`config.mk`:
```
export PLATFORM = sky130hd
export DESIGN_NAME = bpfa_ctrl
export DESIGN_NICKNAME = d
export VERILOG_FILES = /design/src/bpfa_pkg.sv /design/src/bpfa_ctrl.sv
export SDC_FILE = /design/constraint.sdc
export NUM_CORES = 1
export LEC_CHECK = 0
export BUFFER_PORTS_ARGS = -buffer_cell sky130_fd_sc_hd__buf_2
export CORE_AREA = 2 2 39 41
export CTS_BUF_LIST = sky130_fd_sc_hd__clkbuf_8 sky130_fd_sc_hd__clkbuf_16
export DETAILED_ROUTE_END_ITERATION = 7
export DIE_AREA = 0 0 41 43
export MAX_ROUTING_LAYER = met4
export PLACE_DENSITY = 0.49
export SKIP_CTS_REPAIR_TIMING = 1
export SYNTH_ARGS = -nofsm -noshare
export SYNTH_HDL_FRONTEND = slang
export SYNTH_SLANG_ARGS = --single-unit
```
`constraint.sdc`:
```
create_clock -name clk -period 1.2 [get_ports clk]
set_input_delay 0.06 -clock clk [delete_from_list [all_inputs] [get_ports clk]]
set_output_delay 0.06 -clock clk [all_outputs]
set_load 0.01 [all_outputs]
```
`src/bpfa_pkg.sv`:
```
// shared constants and types of the page frame allocator
package bpfa_pkg;

	localparam int ADDR_W     = 24;
	localparam int CNT_W      = 13;
	localparam int OP_W       = 2;
	localparam int ST_W       = 2;

	localparam int NUM_PAGES  = 4096;
	localparam int PAGE_BYTES = 4096;
	localparam int PAGE_SHIFT = $clog2(PAGE_BYTES);

	localparam int WORD_BITS  = 64;
	localparam int BIT_W      = 6;
	localparam int MAP_WORDS  = (NUM_PAGES + WORD_BITS - 1) / WORD_BITS;
	localparam int WORD_W     = (MAP_WORDS > 1) ? $clog2(MAP_WORDS) : 1;
	localparam int PG_W       = WORD_W + BIT_W;
	localparam int LIM_W      = ($clog2(NUM_PAGES + 1) > CNT_W) ? $clog2(NUM_PAGES + 1) : CNT_W;
	localparam int PIDX_W     = ADDR_W - PAGE_SHIFT;
	localparam int IDX_W      = (PIDX_W > LIM_W) ? PIDX_W : LIM_W;

	localparam logic [CNT_W-1:0] RESET_COUNT = CNT_W'(4096);

	localparam logic [OP_W-1:0] OP_ALLOC   = 2'd0;
	localparam logic [OP_W-1:0] OP_FREE    = 2'd1;
	localparam logic [OP_W-1:0] OP_RESERVE = 2'd2;

	localparam logic [ST_W-1:0] ST_DONE    = 2'd0;
	localparam logic [ST_W-1:0] ST_NO_FREE = 2'd1;
	localparam logic [ST_W-1:0] ST_RANGE   = 2'd2;

	typedef struct packed {
		logic            load;
		logic            scan_rd;
		logic            page_rd;
		logic            alloc_wr;
		logic            page_wr;
		logic            finish;
		logic [ST_W-1:0] status;
		logic            addr_sel;
	} ctl_cmd_t;

	typedef struct packed {
		logic [OP_W-1:0] op;
		logic            limit_zero;
		logic            in_range;
		logic            found;
		logic            exhausted;
	} dp_stat_t;

endpackage

```
`src/bpfa_ctrl.sv`:
```
// controller state machine of the page frame allocator
module bpfa_ctrl
	import bpfa_pkg::*;
(
	input  logic     clk,
	input  logic     arst_n,
	input  logic     start,
	input  dp_stat_t stat,
	output ctl_cmd_t cmd,
	output logic     busy
);

	localparam logic [2:0] S_IDLE    = 3'd0;
	localparam logic [2:0] S_DECIDE  = 3'd1;
	localparam logic [2:0] S_SCAN    = 3'd2;
	localparam logic [2:0] S_PAGE_RD = 3'd3;
	localparam logic [2:0] S_PAGE_WR = 3'd4;

	logic [2:0] state_q;
	logic [2:0] state_d;

	always_comb begin
		state_d = state_q;
		cmd     = '0;
		cmd.status = ST_DONE;
		case (state_q)
			S_IDLE: begin
				if (start) begin
					cmd.load = 1'b1;
					state_d  = S_DECIDE;
				end
			end
			S_DECIDE: begin
				case (stat.op)
					OP_ALLOC: begin
						if (stat.limit_zero) begin
							cmd.finish = 1'b1;
							cmd.status = ST_NO_FREE;
							state_d    = S_IDLE;
						end else begin
							state_d = S_SCAN;
						end
					end
					OP_FREE, OP_RESERVE: begin
						if (!stat.in_range) begin
							cmd.finish = 1'b1;
							cmd.status = ST_RANGE;
							state_d    = S_IDLE;
						end else begin
							state_d = S_PAGE_RD;
						end
					end
					default: begin
						// unused op code answers done and touches nothing
						cmd.finish = 1'b1;
						cmd.status = ST_DONE;
						state_d    = S_IDLE;
					end
				endcase
			end
			S_SCAN: begin
				if (stat.found) begin
					cmd.alloc_wr = 1'b1;
					cmd.finish   = 1'b1;
					cmd.status   = ST_DONE;
					cmd.addr_sel = 1'b1;
					state_d      = S_IDLE;
				end else if (stat.exhausted) begin
					cmd.finish = 1'b1;
					cmd.status = ST_NO_FREE;
					state_d    = S_IDLE;
				end else begin
					cmd.scan_rd = 1'b1;
				end
			end
			S_PAGE_RD: begin
				cmd.page_rd = 1'b1;
				state_d     = S_PAGE_WR;
			end
			S_PAGE_WR: begin
				cmd.page_wr = 1'b1;
				cmd.finish  = 1'b1;
				cmd.status  = ST_DONE;
				state_d     = S_IDLE;
			end
			default: begin
				state_d = S_IDLE;
			end
		endcase
	end

	always_ff @(posedge clk or negedge arst_n) begin
		if (!arst_n) begin
			state_q <= S_IDLE;
		end else begin
			state_q <= state_d;
		end
	end

	assign busy = (state_q != S_IDLE);

endmodule

```
Word-level counts from Yosys, hierarchy flattened
Cells that the tools add are included.
Operators by class
  reduce and logical (&&, ||, !) cells: 5
  muxes and demuxes: 22
  equal/unequal tests: 8
Operators by type and width (count)
  $mux 3: 7
  $pmux 3 s2: 2
  $pmux 3 s4: 1
  $mux 1: 9
  $pmux 3 s3: 1
  $eq 3x2->1 const B: 2
  $mux 2: 2
  $eq 3x1->1 const B: 1
  $eq 3x3->1 const B: 1
  $logic_not 3->1: 1
  $ne 3x3->1 const B: 1
  $reduce_bool 3->1: 1
  $eq 2x1->1 const B: 1
  $eq 2x2->1 const B: 1
  $logic_not 2->1: 1
  $ne 2x2->1 const B: 1
  $reduce_and 2->1: 1
  $reduce_or 2->1: 1
Storage, ports and cells
  logic and storage cells: 36
  output and inout port bits: 10
  input bits: 9
  bits in registers: 3

Logic depth before layout (Yosys ltp)
  depth after elaboration: 4
  mapped depth: 5
  gate-level depth less buffers: 5

Worst setup path after synthesis
OpenSTA, ideal clock, no wires.
  path type: reg-to-output
  from: register state_q[2]
  to: output cmd[5] in the netlist's numbering
  required time: 1.140 ns
  data arrival time: 1.191 ns
  slack: -0.051 ns
  buffers on the path: 1
  cell stages (with the launch flop): 4
  path through: dfrtp_1 -> nand2b_1 -> nor3b_1 -> buf_4
RTL lines
  from (decl): line bpfa_ctrl.sv:19  | logic [2:0] state_q;
  from (signal assigned): line bpfa_ctrl.sv:96  | state_q <= state_d;
  to (decl): line bpfa_ctrl.sv:9  | output ctl_cmd_t cmd,

==> impl_metrics.csv <==
group,metric,value,unit
placement,placed_area,433,um^2
layout,synthToLayoutAreaGrowth,101,%
yosys,syn_inst,37,
drt,drcViolationCount,0,
critical_path,cp-endpoint,"cmd[1]",
critical_path,r2r_slack,0.13,ns
yosys,syn_area,284,um^2
global_routing,grt_first_pass_wirelength,1120,um
critical_path,startpoint,"state_q[1]",
status,violations,"negative setup slack",
critical_path,worstSetupPathType,"register to primary output",
placement,gp_congestion,0.685,
clocking,clkTransAtPathRegs,0.03,ns
global_routing,grt_max_degree,9,
yosys,ys_types,19,
power_and_ir_drop,powerDensity,1350,nW/um^2
critical_path,r2r-start,"state_q[0]",
layout,nets,77,
clocking,cts.htree.levels,1,
floorplanning,ioPinCount,19,
layout,final_cells,81,
sta,final-hold-violation-count,0,
clocking,insertion_delay,0.21,ns
sta,fin_skew,0.00185,ns
critical_path,start_kind,"register",
placement,port-buffer-count,18,
layout,drive_gt1_share,58.5,%
drt,antenna_left,0,
floorplanning,rows,14,
layout,regMostFlops,"state_q",
clocking,root_buffer,"clkbuf_8",
floorplanning,die_w,41,um
placement,dpl.cell_count,74,
global_routing,grt_pass1_vias,277,
layout,largest_register_ffs,3,
floorplanning,die_h,43,um
yosys,yosysWarnings,0,
clocking,cts.sinks,3,
drt,drt_iter0_markers,3,
sta,worst_slack,-0.235,ns
drt,dr.pass1.iters,2,
min_path,min-delay-path-class,"input pin to asynchronous set/reset pin",
critical_path,cp-end-kind,"primary output",
floorplanning,core_area,1380,um^2
status,status,"complete, but fails checks",
critical_path,path_max_fanout,3,
placement,hpwl,619,um
sta,worst_pin_slew,0.235,ns
clocking,cts_buffer_depth,2,
sta,period_share,120,%
sta,period_needed,1.44,ns
critical_path,worst-r2r-cell-count,4,
clocking,cts_tree,"done",
global_routing,grt_overflow,0,
yosys,synth_nets,48,
sta,relSlewSlack,84.4,%
global_routing,antenna_found_initial,0,
power_and_ir_drop,ir_worst_vdd,0.655,mV
layout,finalInstanceArea,572,um^2
sta,max_freq,0.697,GHz
layout,diodes,0,
yosys,synth-seq-cells,3,
yosys,yosysSeqAreaShare,26.4,%
global_routing,grt_usage,10.3,%
clocking,numCtsBuffers,3,
floorplanning,initial_utilization,20.5,%
floorplanning,die_area,1760,um^2
layout,top_regs,"state_q (3)",
yosys,syn_avg_cell_area,7.68,um^2
critical_path,critPathArrivalTime,1.38,ns
job,maxCapViolCount,0,
sta,rsz0062_at_grt,"true",
sta,setup_viol,9,
drt,vias,348,
drt,wirelength,809,um
critical_path,r2r_end,"state_q[1]",
sta,finalMaxSlewViolations,0,
power_and_ir_drop,leakage,0.311,nW
critical_path,critPathRequiredTime,1.14,ns
drt,wl_per_cell,9.99,um
drt,vias_per_cell,4.30,
power breakdown:
group | internal (W) | total [W] | leakage, nW | switching [W]
registers | 0.000116 | 0.000124 | 0.0399 | 0.00000778
logic | 0.000203 | 0.000366 | 0.244 | 0.000163
clock network | 0.000218 | 0.000283 | 0.0269 | 0.0000651
worst min path at each step:
| stage | startpoint | end | slack, ns | depth (start not counted) |
|---|---|---|---|---|
| after floorplan | arst_n | state_q[0] | -0.24 | 0 |
| after global placement | arst_n | state_q[0] | -0.14 | 1 |
| after detailed placement | arst_n | state_q[0] | -0.14 | 1 |
| after CTS | arst_n | state_q[2] | -0.37 | 1 |
| after global routing | arst_n | state_q[0] | 0.20 | 2 |
| final | arst_n | state_q[2] | 0.18 | 2 |
stage by stage:
step	total power (W)	hold slack (ns)	util (%)	setup TNS, ns	worst slack [ns]
after global placement	0.000368	-0.139	31.3	-0.0523	-0.0523
after CTS	0.000661	-0.368	34.5	-1.54	-0.295
after floorplan	0.000271	-0.236	-	-0.00896	-0.00896
after detailed placement	0.000367	-0.139	31.3	-0.0664	-0.0664
final	0.000773	0.181	41.3	-1.44	-0.235
after global routing	0.000821	0.197	41.3	-2.00	-0.285
worst max-delay path, cell delays in order (launching register included):
cell and delay (ns):
dfrtp_1 0.36, or3b_4 0.43, nor2_4 0.10, a32o_2 0.18, buf_6 0.10
routing by layer:
metal  track usage (%)  routed length (um)  up-vias
met4              10.0                  12        0
met2              11.9                 371       14
met1              13.3                 375      150
met3              3.14                  49        2
li1                  -                   -      182
met5                 -                   0        -
placed cells by master, fill, tap and decap left out, types with 2 or more instances in the layout:
cell type,n
dfrtp_1,3
buf_4,5
o21ai_0,2
clkbuf_8,3
buf_6,3
ha_1,2
buf_2,16
inv_1,7
nor2_1,4
area by class of cell:
type                            instances  area, um^2
Sequential cell                         3        75.1
Fill cell                             151         812
Clock buffer                            3        41.3
Clock inverter                          1        3.75
Timing Repair Buffer                   26         181
Inverter                                6        22.5
Tap cell                               16        20.0
Multi-Input combinational cell         26         228
cells by family after synthesis:
logic type / Yosys count / share of synthesized area (%)
compound gates: 7 / 18.1
fa+ha+maj: 2 / 8.81
buf+inv: 8 / 13.2
flops: 3 / 26.4
simple gates: 17 / 33.5
synth_stat cells (all sizes together):
cell | n | area share, %
dfrtp | 3 | 26
nor2 | 6 | 8.8
nor3 | 1 | 1.8
o2bb2ai | 1 | 3.1
a221oi | 1 | 3.1
buf | 2 | 5.3
nand2b | 2 | 4.4
nand3 | 1 | 1.8
ha | 2 | 8.8
or3 | 1 | 2.2
nor4 | 1 | 2.2
nand2 | 1 | 1.3
nor3b | 3 | 7.9
inv | 6 | 7.9
a21o | 1 | 2.6
o21ai | 3 | 5.3
or3b | 1 | 3.1
a32o | 1 | 4.0
Note: power is estimated with default switching activity, not from simulation.
